## src/design/urx_pkg.sv

```systemverilog
// shared types and constants for the udp/ipv4 receive frame filter
package urx_pkg;

    localparam int DEF_MAX_FRAME_BYTES = 2048;

    localparam int CFG_IDX_W  = 1;
    localparam int CFG_DATA_W = 32;

    // configuration register indexes
    localparam logic [CFG_IDX_W-1:0] REG_LOCAL_IP      = 1'b0;
    localparam logic [CFG_IDX_W-1:0] REG_EXPECTED_PORT = 1'b1;

    localparam logic [15:0] ETH_TYPE_IPV4 = 16'h0800;
    localparam logic [7:0]  IP_PROTO_UDP  = 8'd17;
    localparam logic [3:0]  IP_VERSION_4  = 4'd4;

    localparam int ETH_HDR_LEN   = 14;
    localparam int IP_MIN_HLEN   = 20;
    localparam int UDP_HDR_LEN   = 8;
    localparam int MIN_FRAME_LEN = ETH_HDR_LEN + IP_MIN_HLEN + UDP_HDR_LEN;

    // byte offsets of the fixed header fields
    localparam int OFS_ETYPE    = 12;
    localparam int OFS_VER_IHL  = 14;
    localparam int OFS_TOT_LEN  = 16;
    localparam int OFS_PROTO    = 23;
    localparam int OFS_SRC_ADDR = 26;
    localparam int OFS_DST_ADDR = 30;

    typedef struct packed {
        logic [7:0] frame_byte;
        logic       last_byte;
    } t_in_item;

    typedef struct packed {
        logic        accepted;
        logic [31:0] sender_ip;
        logic [15:0] sender_port;
        logic [6:0]  payload_offset;
        logic [15:0] data_len;
    } t_out_item;

    typedef struct packed {
        logic [15:0] ethertype;
        logic [7:0]  ver_ihl;
        logic [15:0] ip_total_len;
        logic [7:0]  ip_proto;
        logic [31:0] src_addr;
        logic [31:0] dst_addr;
        logic [15:0] udp_sport;
        logic [15:0] udp_dport;
        logic [15:0] udp_length;
    } t_hdr;

endpackage

```

## src/design/urx_capture.sv

```systemverilog
// byte counter and header field capture registers
module urx_capture import urx_pkg::*; #(
    parameter int MAX_FRAME_BYTES = DEF_MAX_FRAME_BYTES,
    parameter int CW              = $clog2(MAX_FRAME_BYTES + 1)
) (
    input  logic          i_clk,
    input  logic          i_rst_n,
    input  logic          i_en,
    input  t_in_item      i_item,
    output t_hdr          o_hdr,
    output logic [CW-1:0] o_len,
    output logic          o_overlong
);

    logic [CW-1:0] r_count;
    logic          r_overlong;
    t_hdr          r_hdr;
    logic          w_full;
    logic [CW-1:0] w_udp_ofs;
    logic [7:0]    w_b;

    assign w_full    = (r_count >= CW'(MAX_FRAME_BYTES));
    assign w_udp_ofs = CW'(ETH_HDR_LEN) + CW'({r_hdr.ver_ihl[3:0], 2'b00});
    assign w_b       = i_item.frame_byte;

    // frame length and overflow as they stand once the current byte is counted
    assign o_len      = w_full ? r_count : r_count + CW'(1);
    assign o_overlong = r_overlong | w_full;
    assign o_hdr      = r_hdr;

    always_ff @(posedge i_clk) begin
        if (!i_rst_n) begin
            r_count    <= '0;
            r_overlong <= 1'b0;
            r_hdr      <= '0;
        end else if (i_en) begin
            if (i_item.last_byte) begin
                r_count    <= '0;
                r_overlong <= 1'b0;
            end else if (w_full) begin
                r_overlong <= 1'b1;
            end else begin
                r_count <= r_count + CW'(1);
            end
            if (!w_full) begin
                if (r_count == CW'(OFS_ETYPE) || r_count == CW'(OFS_ETYPE + 1)) begin
                    r_hdr.ethertype <= {r_hdr.ethertype[7:0], w_b};
                end
                if (r_count == CW'(OFS_VER_IHL)) begin
                    r_hdr.ver_ihl <= w_b;
                end
                if (r_count == CW'(OFS_TOT_LEN) || r_count == CW'(OFS_TOT_LEN + 1)) begin
                    r_hdr.ip_total_len <= {r_hdr.ip_total_len[7:0], w_b};
                end
                if (r_count == CW'(OFS_PROTO)) begin
                    r_hdr.ip_proto <= w_b;
                end
                if (r_count >= CW'(OFS_SRC_ADDR) && r_count <= CW'(OFS_SRC_ADDR + 3)) begin
                    r_hdr.src_addr <= {r_hdr.src_addr[23:0], w_b};
                end
                if (r_count >= CW'(OFS_DST_ADDR) && r_count <= CW'(OFS_DST_ADDR + 3)) begin
                    r_hdr.dst_addr <= {r_hdr.dst_addr[23:0], w_b};
                end
                // udp header follows the ip options, only looked for past the ver/ihl byte
                if (r_count > CW'(OFS_VER_IHL)) begin
                    if (r_count == w_udp_ofs || r_count == w_udp_ofs + CW'(1)) begin
                        r_hdr.udp_sport <= {r_hdr.udp_sport[7:0], w_b};
                    end
                    if (r_count == w_udp_ofs + CW'(2) || r_count == w_udp_ofs + CW'(3)) begin
                        r_hdr.udp_dport <= {r_hdr.udp_dport[7:0], w_b};
                    end
                    if (r_count == w_udp_ofs + CW'(4) || r_count == w_udp_ofs + CW'(5)) begin
                        r_hdr.udp_length <= {r_hdr.udp_length[7:0], w_b};
                    end
                end
            end
        end
    end

endmodule

```

## src/design/urx_verdict.sv

```systemverilog
// header checks and result formatting for the final byte of a frame
module urx_verdict import urx_pkg::*; #(
    parameter int CW = 12
) (
    input  t_hdr          i_hdr,
    input  logic [CW-1:0] i_len,
    input  logic          i_overlong,
    input  logic [31:0]   i_local_ip,
    input  logic [15:0]   i_expected_port,
    output t_out_item     o_item
);

    logic [5:0]  w_hlen;
    logic [16:0] w_len;
    logic [16:0] w_total;
    logic [16:0] w_ulen;
    logic [16:0] w_hlen_x;
    logic        w_ok;

    always_comb begin
        w_hlen   = {i_hdr.ver_ihl[3:0], 2'b00};
        w_len    = 17'(i_len);
        w_total  = {1'b0, i_hdr.ip_total_len};
        w_ulen   = {1'b0, i_hdr.udp_length};
        w_hlen_x = 17'(w_hlen);
        // differences are written as sums, the earlier terms already rule out a wrap
        w_ok = !i_overlong
            && (w_len >= 17'(MIN_FRAME_LEN))
            && (i_hdr.ethertype == ETH_TYPE_IPV4)
            && (i_hdr.ver_ihl[7:4] == IP_VERSION_4)
            && (w_hlen_x >= 17'(IP_MIN_HLEN))
            && (w_len >= w_hlen_x + 17'(ETH_HDR_LEN + UDP_HDR_LEN))
            && (i_hdr.ip_proto == IP_PROTO_UDP)
            && (w_total >= w_hlen_x + 17'(UDP_HDR_LEN))
            && (w_total + 17'(ETH_HDR_LEN) <= w_len)
            && (i_hdr.dst_addr == i_local_ip)
            && (i_hdr.udp_dport == i_expected_port)
            && (w_ulen >= 17'(UDP_HDR_LEN))
            && (w_ulen + w_hlen_x <= w_total);

        o_item = '0;
        if (w_ok) begin
            o_item.accepted       = 1'b1;
            o_item.sender_ip      = i_hdr.src_addr;
            o_item.sender_port    = i_hdr.udp_sport;
            o_item.payload_offset = 7'(ETH_HDR_LEN + UDP_HDR_LEN) + 7'(w_hlen);
            o_item.data_len       = i_hdr.udp_length - 16'(UDP_HDR_LEN);
        end
    end

endmodule

```

## src/design/udp_ipv4_rx_frame_filter.sv

```systemverilog
// top level of the udp/ipv4 receive frame filter
//
// frame bytes enter on the input channel (valid/stall), one byte per item, with
// last_byte set on the final byte. each frame yields exactly one result item on
// the output channel (valid/stall), produced from the final byte: accepted plus
// sender ip, sender port, payload offset and data length, all zero on reject.
// local_ip and expected_port are written through the cfg port (valid/ready,
// always ready) and must only change between frames with nothing in flight.
// throughput: one byte per cycle unless a final byte waits for the output. a
// byte is taken into the input register and from there folded into the capture
// registers; for a final byte the verdict is registered in the output register
// on that same edge, which comes only once the output register is free.
// a stalled result holds in the output register; non-final bytes keep flowing
// into the capture registers meanwhile, and only a final byte waits in the input
// register (raising o_in_stall) until the output register frees.
// reset clears counter, captured fields, config registers and both valid flags.
// frames longer than MAX_FRAME_BYTES are rejected.
module udp_ipv4_rx_frame_filter import urx_pkg::*; #(
    parameter int MAX_FRAME_BYTES = DEF_MAX_FRAME_BYTES
) (
    input  logic                  i_clk,
    input  logic                  i_rst_n,
    input  logic                  i_in_valid,
    output logic                  o_in_stall,
    input  t_in_item              i_in_item,
    output logic                  o_out_valid,
    input  logic                  i_out_stall,
    output t_out_item             o_out_item,
    input  logic                  i_cfg_valid,
    output logic                  o_cfg_ready,
    input  logic [CFG_IDX_W-1:0]  i_cfg_index,
    input  logic [CFG_DATA_W-1:0] i_cfg_data
);

    localparam int CW = $clog2(MAX_FRAME_BYTES + 1);

    logic          r_in_valid;
    t_in_item      r_in_item;
    logic          r_out_valid;
    t_out_item     r_out_item;
    logic [31:0]   r_local_ip;
    logic [15:0]   r_expected_port;

    logic          w_out_free;
    logic          w_proc;
    logic          w_in_free;
    t_hdr          w_hdr;
    logic [CW-1:0] w_len;
    logic          w_overlong;
    t_out_item     w_verdict;

    assign w_out_free = !r_out_valid || !i_out_stall;
    // a final byte needs a free output slot, other bytes go straight through
    assign w_proc     = r_in_valid && (!r_in_item.last_byte || w_out_free);
    assign w_in_free  = !r_in_valid || w_proc;

    assign o_in_stall  = !w_in_free;
    assign o_out_valid = r_out_valid;
    assign o_out_item  = r_out_item;
    assign o_cfg_ready = 1'b1;

    urx_capture #(
        .MAX_FRAME_BYTES (MAX_FRAME_BYTES),
        .CW              (CW)
    ) u_capture (
        .i_clk      (i_clk),
        .i_rst_n    (i_rst_n),
        .i_en       (w_proc),
        .i_item     (r_in_item),
        .o_hdr      (w_hdr),
        .o_len      (w_len),
        .o_overlong (w_overlong)
    );

    // the final byte never lands in a field that an accepting verdict uses,
    // so the checks read the registered fields directly
    urx_verdict #(
        .CW (CW)
    ) u_verdict (
        .i_hdr           (w_hdr),
        .i_len           (w_len),
        .i_overlong      (w_overlong),
        .i_local_ip      (r_local_ip),
        .i_expected_port (r_expected_port),
        .o_item          (w_verdict)
    );

    always_ff @(posedge i_clk) begin
        if (!i_rst_n) begin
            r_in_valid <= 1'b0;
        end else if (w_in_free) begin
            r_in_valid <= i_in_valid;
        end
        if (w_in_free && i_in_valid) begin
            r_in_item <= i_in_item;
        end
    end

    always_ff @(posedge i_clk) begin
        if (!i_rst_n) begin
            r_out_valid <= 1'b0;
        end else if (w_out_free) begin
            r_out_valid <= w_proc && r_in_item.last_byte;
        end
        if (w_out_free && w_proc && r_in_item.last_byte) begin
            r_out_item <= w_verdict;
        end
    end

    always_ff @(posedge i_clk) begin
        if (!i_rst_n) begin
            r_local_ip      <= '0;
            r_expected_port <= '0;
        end else if (i_cfg_valid) begin
            unique case (i_cfg_index)
                REG_LOCAL_IP:      r_local_ip      <= i_cfg_data[31:0];
                REG_EXPECTED_PORT: r_expected_port <= i_cfg_data[15:0];
                default:           ;
            endcase
        end
    end

endmodule

```

## config.mk

```make
export PLATFORM = sky130hd
export DESIGN_NAME = udp_ipv4_rx_frame_filter
export DESIGN_NICKNAME = d
export VERILOG_FILES = /design/src/design/urx_pkg.sv /design/src/design/urx_capture.sv /design/src/design/urx_verdict.sv /design/src/design/udp_ipv4_rx_frame_filter.sv
export SDC_FILE = /design/constraint.sdc
export NUM_CORES = 1
export LEC_CHECK = 0
export ABC_CLOCK_PERIOD_IN_PS = 4300
export BUFFER_PORTS_ARGS = -buffer_cell sky130_fd_sc_hd__buf_2
export CAP_MARGIN = 20
export CORE_UTILIZATION = 60
export DETAILED_ROUTE_END_ITERATION = 12
export HOLD_SLACK_MARGIN = 0.03
export PLACE_DENSITY_LB_ADDON = 0.12
export SYNTH_ARGS = -nofsm -noshare
export SYNTH_HDL_FRONTEND = slang
export SYNTH_SLANG_ARGS = --single-unit
export TNS_END_PERCENT = 10
```

## constraint.sdc

```tcl
create_clock -name i_clk -period 4.3 [get_ports i_clk]
set_input_delay 0.86 -clock i_clk [delete_from_list [all_inputs] [get_ports i_clk]]
set_output_delay 0.86 -clock i_clk [all_outputs]
set_load 0.01 [all_outputs]
```

# --- Word-level counts from Yosys, hierarchy flattened ---
# Index checks and enable logic that the tools add are counted.
totals:
  reg_bits: 304
  romBits: 0
  latchBits: 0
  memories: 0
  mem_bits_rw: 0
op_classes:
  shifts: 0
  addsub: 13
  reduce_logical: 46
  mul: 0
  div_mod_pow: 0
  n_eq_ne: 17
  mux: 5
  n_bitwise: 3
  n_lt_le_gt_ge: 13
ops:
  columns: ["operator", "n"]
  rows:
  - ["$eq 12x12->1", 6]
  - ["$mux 72", 1]
  - ["$eq 12x4->1 const B", 3]
  - ["$eq 12x5->1 const B", 3]
  - ["$eq 32x32->1", 1]
  - ["$add 12x1->12 const B", 2]
  - ["$add 12x2->12 const B", 2]
  - ["$add 12x3->12 const B", 2]
  - ["$ge 12x5->1 const B", 2]
  - ["$mux 12", 2]
  - ["$logic_and 1x1->1", 19]
  - ["$reduce_and 3->1", 6]
  - ["$add 16x4->17 const B", 1]
  - ["$add 16x6->17", 1]
  - ["$ge 12x17->1", 1]
  - ["$ge 16x17->1", 1]
  - ["$le 17x12->1", 1]
  - ["$le 17x16->1", 1]
  - ["$eq 16x12->1 const B", 1]
  - ["$eq 16x16->1", 1]
  - ["$ge 16x4->1 const B", 1]
  - ["$sub 16x4->16 const B", 1]
  - ["$ge 12x12->1 const B", 1]
  - ["$ge 12x6->1 const B", 1]
  - ["18 further kinds", 36]

# --- Longest topological paths before layout ---
# Gate-level depths: netlist of run 1.
logic_depth:
  ltp_word: 16
  mapped_depth: 17

# --- By module ---
# A second synthesis of run 1 with hierarchy kept.
hier_totals:
  hier_cells: 1498
  hier_area_um2: 14761.7
modules_own_cells:
  columns: ["mod", "seq_area_each_um2", "area_per_inst_um2", "cells_each", "n_inst"]
  rows:
  - ["urx_capture", 3463.3, 7274.5, 764, 1]
  - ["udp_ipv4_rx_frame_filter", 3433.3, 4451.8, 305, 1]
  - ["urx_verdict", 0.0, 3035.4, 429, 1]

# --- Worst setup path before layout of run 1 ---
# OpenSTA, ideal clock, no wires.
synth_timing:
  path_type: "reg2reg"
  start: "reg u_capture.r_hdr (netlist bit u_capture.o_hdr[137])"
  end: "reg r_out_item (netlist bit o_out_item[11]), data pin"
  arrival_ns: 3.492
  required_ns: 4.131
  setup_time_ns: 0.169
  stages_incl_launch_ff: 17
  path_buffers: 1
  slack_ns: 0.639
  synth_period_minus_slack_ns: 3.661
  cell_sequence: "dfxtp_1 > ha_1 > a21o_1 > a21oi_1 > nor2b_1 > o21ai_0 > or2_2 > nor2_1 > xnor2_1 > ha_1 > nor2b_1 > or3_1 > a221o_1 > o21ai_0 > o221ai_2 > buf_2 > nor4b_2"
synth_between:
  elab_chain_cells: 10
  elab_cells_between_ends: 16
synth_rtl:
  columns: ["element", "line", "text"]
  rows:
  - ["from (decl)", "urx_capture.sv:17", "t_hdr r_hdr;"]
  - ["$add 6x5->7 / $ge 6x5->1 (equally long branches)", "urx_verdict.sv:32, urx_verdict.sv:31", null]
  - ["$ge 12x17->1 / $logic_and 1x1->1 (equally long branches)", "urx_verdict.sv:32, urx_verdict.sv:31", null]
  - ["$logic_and 1x1->1", "urx_verdict.sv:32", "&& (w_len >= w_hlen_x + 17'(ETH_HDR_LEN + UDP_HDR_LEN))"]
  - ["$logic_and 1x1->1", "urx_verdict.sv:33", "&& (i_hdr.ip_proto == IP_PROTO_UDP)"]
  - ["$logic_and 1x1->1", "urx_verdict.sv:34", "&& (w_total >= w_hlen_x + 17'(UDP_HDR_LEN))"]
  - ["$logic_and 1x1->1", "urx_verdict.sv:35", "&& (w_total + 17'(ETH_HDR_LEN) <= w_len)"]
  - ["$logic_and 1x1->1", "urx_verdict.sv:36", "&& (i_hdr.dst_addr == i_local_ip)"]
  - ["$logic_and 1x1->1", "urx_verdict.sv:37", "&& (i_hdr.udp_dport == i_expected_port)"]
  - ["$logic_and 1x1->1", "urx_verdict.sv:38", "&& (w_ulen >= 17'(UDP_HDR_LEN))"]
  - ["$logic_and 1x1->1 *", "urx_verdict.sv:39", "&& (w_ulen + w_hlen_x <= w_total);"]
  - ["to (signal assigned)", "udp_ipv4_rx_frame_filter.sv:106", "r_out_item <= w_verdict;"]
  - ["to (decl)", "udp_ipv4_rx_frame_filter.sv:40", "t_out_item r_out_item;"]
# Mark *: on every way between the ends. The rest lies on a longest branch, timed or not.
# A chain may end at the register's enable or synchronous reset.

# --- Final worst setup path of run 1 ---
layout_timing:
  start: "reg u_capture.r_hdr (netlist bit u_capture.o_hdr[2])"
  end: "reg r_out_item (netlist bit o_out_item[42]), data pin"
layout_between:
  elab_chain_cells: 3
  elab_cells_between_ends: 5
layout_rtl:
  columns: ["element", "line"]
  rows:
  - ["$add 16x6->17 / $ge 16x4->1 (equally long branches)", "urx_verdict.sv:39, urx_verdict.sv:38"]
  - ["$le 17x16->1 / $logic_and 1x1->1 (equally long branches)", "urx_verdict.sv:39, urx_verdict.sv:38"]
  - ["$logic_and 1x1->1 *", "urx_verdict.sv:39"]
# Marked as above.

==> results of run 1 <==
## final cells by class
cell class,instances,area share
clock buffers,47,0.0589
clock inverters,10,0.00660
inverters,49,0.0110
multi-input cells,1080,0.434
flip-flops and latches,303,0.412
well taps,319,0.0239
repair buffers,153,0.0534
## layer usage
| layer | wire (um) | vias up | global-route usage |
|---|---|---|---|
| li1 | - | 5418 | - |
| met1 | 15300 | 5135 | 0.371 |
| met2 | 15700 | 338 | 0.445 |
| met3 | 2040 | 68 | 0.0441 |
| met4 | 1080 | 0 | 0.102 |
| met5 | 0 | - | 0 |
## critical path: cells and delay by family (launching register included)
kind	cells	cell delay, ns
buf+inv	1	0.23
xor+xnor	1	0.13
fa+ha+maj	3	0.91
flops	1	0.33
simple gates	5	0.81
compound gates	6	1.39
## layout by cell type (no fill, tap or decap), drive strengths merged, types with 13 or more instances in the layout
master  instances
nand2         298
dfxtp         223
buf           153
mux2i         130
nor2b         115
a21boi         85
edfxtp         80
nor3           80
xnor2          64
ha             51
inv            49
clkbuf         47
nor2           30
xor2           25
nand4          22
a21oi          21
nor4           19
nand3          18
o21ai          17
nand2b         13
## cells by family after synthesis
kind of cell	share of synthesized area
mux	0.0895
compound gates	0.0853
simple gates	0.216
buf+inv	0.0418
xor+xnor	0.0537
flops	0.468
fa+ha+maj	0.0449
other cells	0.000512
## flip-flops by register name, indices dropped and copies added, names as in the netlist, 9 cells and up
signal	flops
r_in_item	9
r_expected_port	16
r_local_ip	32
u_capture.r_count	12
o_out_item	71
u_capture.o_hdr	160
## power groups by stage
stage / Combinational, uW / Clock [uW] / Sequential [uW]
after floorplan: 135 / 0 / 3070
after global placement: 230 / 0 / 3080
after detailed placement: 232 / 0 / 3080
after CTS: 233 / 2840 / 3020
after global routing: 256 / 2960 / 3020
final: 232 / 2810 / 3020
## Yosys cell counts, types with 8 or more instances
master and count:
nor2b_1 115, mux2i_1 130, clkbuf_1 84, a21oi_1 21, nand2_1 298, or3_1 10, inv_1 49, a21boi_0 85
nor4_1 16, ha_1 51, xnor2_1 64, a21o_1 8, edfxtp_1 80, buf_2 12, nand3_1 17, nand4_1 22
o21ai_0 17, nor2_1 30, dfxtp_1 223, nor3_1 79, xor2_1 24, nand2b_1 13
## stage by stage
step	std cells	util	hold WS, ns	area, um2
6_report	1961	0.702	0.465	16700
5_1_grt	1961	0.702	0.466	16700
4_1_cts	1958	0.701	0.465	16600
3_5_place_dp	1901	0.655	0.450	15500
3_3_place_gp	1901	0.655	0.448	15500
2_1_floorplan	1538	-	0.435	14700
## path summary, 6_finish.rpt
check	start	slack, ns	to
max	u_capture.o_hdr[2]	0.29	o_out_item[42]
max reg2reg	u_capture.o_hdr[2]	0.29	o_out_item[42]
min reg2reg	u_capture.o_hdr[31]	0.46	u_capture.o_hdr[31]
min	u_capture.o_hdr[31]	0.46	u_capture.o_hdr[31]
## timing repair
| action | 4_1_cts | 5_1_grt |
|---|---|---|
| resized for setup | 0 | 3 |
| buffers inserted | 0 | 3 |
| endpoints found under the setup margin | 0 | 65 |
==> flow_summary_export.csv, run 1 <==
group,metric,value,unit
outcome,status,"finished, final reports clean",
clock_tree,cts-htree-levels,1,
die,die_area,25100,um2
logic_synthesis,synthTopCellsByArea,"dfxtp_1, edfxtp_1, mux2i_1, nand2_1, nor2b_1",
power,p_int,4770,uW
timing,tightest_slew,0.995,ns
die,core_area,23800,um2
drt,wirelength,34200,um
logic_synthesis,yosys.area.top_type_share,0.304,
logic_synthesis,ys_warn_count,0,
timing,slew_violations,0,
logic_synthesis,ys.flop_type,"dfxtp_1",
logic_synthesis,ys_async_sr_fraction,0,
die,io_pins,122,
logic_synthesis,avgSynthCellArea,9.53,um2
power,pwr-share-seq,0.498,
logic_synthesis,syn_nets,1637,
grt,track_usage,0.275,
drt,drtPass1Iterations,5,
timing,period_minus_slack,4.01,ns
setup_path,crit_path_frequent_cell,"ha_1",
power,pwr-share-comb,0.038,
cells_and_area,multiInputGateArea,7250,um2
power,fin_total_pwr,6060,uW
grt,grt_max_degree,82,
setup_path,critical_path_class,"flop to flop",
clock_tree,clk_path_buf_depth,3,
place,place_ws,0.0287,ns
setup_path,slowest_stage,"fa_1",
hold_path,hold_path.class,"flop to flop",
clock_tree,root_buffer,"clkbuf_16",
timing,slew_headroom,0.334,
clock_tree,cts_tree,"built",
drt,avgViaCountPerCell,5.59,
timing,fmax,0.249,GHz
cells_and_area,fillers,1855,
drt,drtAntennaViolNets,0,
timing,timing_hold_violations_final,0,
clock_tree,cts_sinks,303,
cells_and_area,drive_gt1_frac,0.141,
cells_and_area,fin_nets,1717,
setup_path,path_cells,"ha_1 -> fa_1 -> a21o_1 -> a21oi_2 -> nor3b_4 -> nand4_1 -> xnor2_1 -> ha_1 -> a21oi_1 -> nor2b_1 -> or3_1 -> a221o_1 -> o21ai_0 -> o221ai_4 -> buf_12 -> nor3_1",
power,vdd_drop_max,0.000339,V
timing,setup-violations-final,0,
drt,dr_total_vias,10959,
power,power.share.clock,0.463,
timing,finClkSkew,0.0225,ns
grt,antenna_found_initial,0,
clock_tree,clk_latency,0.57,ns
die,fp.dieW,158,um
setup_path,worstPathArrival,4.40,ns
die,initial_utilization,0.617,
grt,grt_overflow,0,
logic_synthesis,synth_seq_cells,303,
power,switching_share,0.213,
setup_path,reg2regPathDepth,16,
clock_tree,cts_made_buffers,31,
place,place.gp.congestion,0.910,
grt,first_global_vias,10160,
setup_path,start_kind,"flop",
power,pwr_density_cell,363,nW/um2
drt,drc,0,
place,detailed_place_hpwl,23400,um
logic_synthesis,synthCells,1538,
logic_synthesis,synth_cell_types,65,
place,io_buffers,119,
timing,fin_crit_sh,0.933,
timing,rsz0062_at_grt,"no",
cells_and_area,n_antenna_cell,0,
hold_path,hold_depth,2,
setup_path,slowest_delay,0.40,ns
timing,finalSetupTns,0,ns
logic_synthesis,yosys.area.top_type,"dfxtp_1",
cells_and_area,area.growth.synth_to_final,13.7,%
drt,drt-wirelength-per-cell,17.4,um
clock_tree,path_clk_slew,0.07,ns
power,p_switching,1290,uW
timing,setup_slack,0.288,ns
die,num_rows,56,
logic_synthesis,yosysSeqAreaShare,0.468,
logic_synthesis,synth_area,14700,um2
setup_path,end_kind,"flop",
cells_and_area,seq_area,6870,um2
grt,grt_pass1_wl,53700,um
clock_tree,ctsHoldBuffers,0,
logic_synthesis,synth-edff-count,80,
setup_path,critPathRequiredTime,4.69,ns
die,die_h,158,um
power,cellLeakagePower,0.00622,uW
setup_path,crit_fanout,60,
drt,initialDrtViolationCount,833,
run,cap_violations,0,
Power figures use the tool's default switching activity.
==> run 2: changes to the inputs <==
--- a/config.mk
+++ b/config.mk
@@ -8,7 +8,9 @@
 export ABC_CLOCK_PERIOD_IN_PS = 4300
 export BUFFER_PORTS_ARGS = -buffer_cell sky130_fd_sc_hd__buf_2
 export CAP_MARGIN = 20
-export CORE_UTILIZATION = 60
+export CELL_PAD_IN_SITES_DETAIL_PLACEMENT = 1
+export CELL_PAD_IN_SITES_GLOBAL_PLACEMENT = 2
+export CORE_UTILIZATION = 38
 export DETAILED_ROUTE_END_ITERATION = 12
 export HOLD_SLACK_MARGIN = 0.03
 export PLACE_DENSITY_LB_ADDON = 0.12
==> run 2 against run 1 <==
Effect of this change:
- register-to-register slack worse by 0.05 ns
- clock power up 10%
- sequential power about the same
- largest cell class unchanged
- wire length rose by 22%
- count of clock-buffer cells in the layout grew 8
- total power grew 4.9%
- critical path depth down 4
- worst hold slack worse by 0.0033 ns
- maximum frequency fell by 1.1%
- via count up 0.67%
- non-clock buffer count rose by 9
==> flow_summary_export.csv, run 2 (synthesis results as in run 1) <==
group,metric,value,unit
outcome,status,"finished, final reports clean",
power,cellLeakagePower,0.00629,uW
drt,drc,0,
die,core_area,37800,um2
cells_and_area,final_util,0.452,
die,die_h,198,um
grt,track_usage,0.217,
cells_and_area,fillers,4377,
hold_path,min_from,"u_capture.o_hdr[109]",
cells_and_area,final_cell_mix,"nand2_1, dfxtp_1, mux2i_1",
timing,rsz0062_at_grt,"no",
die,io_pins,122,
setup_path,cp_num_buf_inv,1,
timing,fmax,0.246,GHz
timing,setup_slack,0.243,ns
power,pwr_density_cell,371,nW/um2
setup_path,crit_fanout,58,
setup_path,path_cells,"ha_1 -> nand4b_2 -> nor2_1 -> nand3_1 -> xor2_1 -> ha_1 -> nand3_1 -> or4_1 -> o32ai_2 -> o221ai_4 -> buf_12 -> nor3_1",
cells_and_area,fin_nets,1731,
drt,drt-wirelength-per-cell,19.1,um
place,io_buffers,119,
setup_path,slowest_delay,0.53,ns
setup_path,critPathLaunch,"u_capture.r_count[1]",
clock_tree,ctsHoldBuffers,0,
place,place_ws,0.0507,ns
clock_tree,clk_latency,0.53,ns
timing,hold_ws,0.461,ns
cells_and_area,drive_gt1_frac,0.147,
setup_path,worstPathArrival,4.39,ns
drt,drtPass1Iterations,4,
clock_tree,root_buffer,"clkbuf_16",
timing,finalSetupTns,0,ns
drt,avgViaCountPerCell,5.08,
timing,fin_crit_sh,0.943,
clock_tree,cts_tree,"built",
die,num_rows,71,
grt,grt_pass1_wl,65600,um
cells_and_area,final_common_cell,"nand2_1",
setup_path,critPathRequiredTime,4.63,ns
timing,slew_headroom,0.305,
clock_tree,cts_setup_buffers,0,
timing,period_minus_slack,4.06,ns
cells_and_area,n_antenna_cell,0,
cells_and_area,area.growth.synth_to_final,16.7,%
setup_path,rr_startpoint,"u_capture.r_count[1]",
clock_tree,path_clk_slew,0.06,ns
timing,slew_violations,0,
cells_and_area,largest_reg_flops,160,
place,detailed_place_hpwl,29000,um
die,initial_utilization,0.387,
setup_path,critical_path_class,"flop to flop",
setup_path,end_kind,"flop",
drt,wirelength,41500,um
run,cap_violations,0,
drt,initialDrtViolationCount,524,
grt,first_global_vias,11358,
timing,finClkSkew,0.0146,ns
hold_path,hold_path.class,"flop to flop",
grt,antenna_found_initial,1,
drt,dr_total_vias,11032,
clock_tree,cts-htree-levels,2,
place,place.gp.congestion,0.810,
clock_tree,clk_path_buf_depth,3,
grt,grt_overflow,0,
timing,setup-violations-final,0,
power,vdd_drop_max,0.000288,V
drt,drtAntennaViolNets,0,
setup_path,crit_family,"simple AND/OR/NAND/NOR gates",
clock_tree,cts_made_buffers,36,
die,fp.dieW,198,um
grt,grt_max_degree,78,
die,die_area,39400,um2
setup_path,slowest_stage,"or4_1",
clock_tree,cts_sinks,303,
timing,tightest_slew,1.04,ns
setup_path,start_kind,"flop",
timing,timing_hold_violations_final,0,
[run 2: changes by cell type in the layout (fill, tap and decap cells not counted), moves of 2 or more]
cell	previous run	this run
buf_4	32	40
clkbuf_1	7	13
clkinv_2	5	2
clkbuf_16	36	38
clkinv_1	0	2
clkinv_4	2	0
dfxtp_1	223	221
dfxtp_2	0	2
[run 2: through the flow]
| step | cells | instance area [um2] | power [uW] |
|---|---|---|---|
| after floorplan | 1538 | 14700 | 3210 |
| after global placement | 2105 | 15900 | 3330 |
| after detailed placement | 2105 | 15900 | 3340 |
| after CTS | 2171 | 17100 | 6460 |
| after global routing | 2171 | 17100 | 6590 |
| final | 2171 | 17100 | 6360 |
[run 2: power by group]
part | leakage, uW | switching, uW | internal (uW)
logic | 0.00326 | 140 | 98.2
clock network | 0.000577 | 1210 | 1880
registers | 0.00245 | 53.9 | 2970
[run 2: worst reg2reg max path, delay by kind of cell, from the launching register on]
| family | cells | cell delay (ns) |
|---|---|---|
| AND/OR/NAND/NOR | 6 | 1.51 |
| adder cells (fa/ha/maj) | 2 | 0.65 |
| AO/OA/AOI/OAI | 2 | 0.75 |
| XOR/XNOR | 1 | 0.19 |
| buffers and inverters | 1 | 0.25 |
| flip-flops | 1 | 0.52 |
[run 2: layout make-up]
| type | count | area [um2] | area share |
|---|---|---|---|
| Multi-Input combinational cell | 1080 | 7250 | 0.424 |
| Sequential cell | 303 | 6870 | 0.401 |
| Clock buffer | 55 | 1050 | 0.0616 |
| Timing Repair Buffer | 162 | 971 | 0.0567 |
| Tap cell | 511 | 639 | 0.0374 |
| Inverter | 49 | 184 | 0.0107 |
| Clock inverter | 11 | 145 | 0.00848 |
[run 2: routing by layer]
metal	up-vias	global-route usage	share of wire
met5	-	0	0.00019
met4	2	0.0587	0.022
met3	59	0.0344	0.039
met2	151	0.361	0.47
met1	5364	0.290	0.47
li1	5456	-	-
[run 2: final timing paths]
check	slack, ns	cells past startpoint	to
max	0.24	12	o_out_item[2]
min	0.46	2	u_capture.o_hdr[109]
max reg2reg	0.24	12	o_out_item[2]
min reg2reg	0.46	2	u_capture.o_hdr[109]
[run 2: repair_timing]
| item | in CTS | in global routing |
|---|---|---|
| endpoints found under the hold margin | 0 | 0 |
| resized for setup | 0 | 6 |
| endpoints found under the setup margin | 0 | 66 |
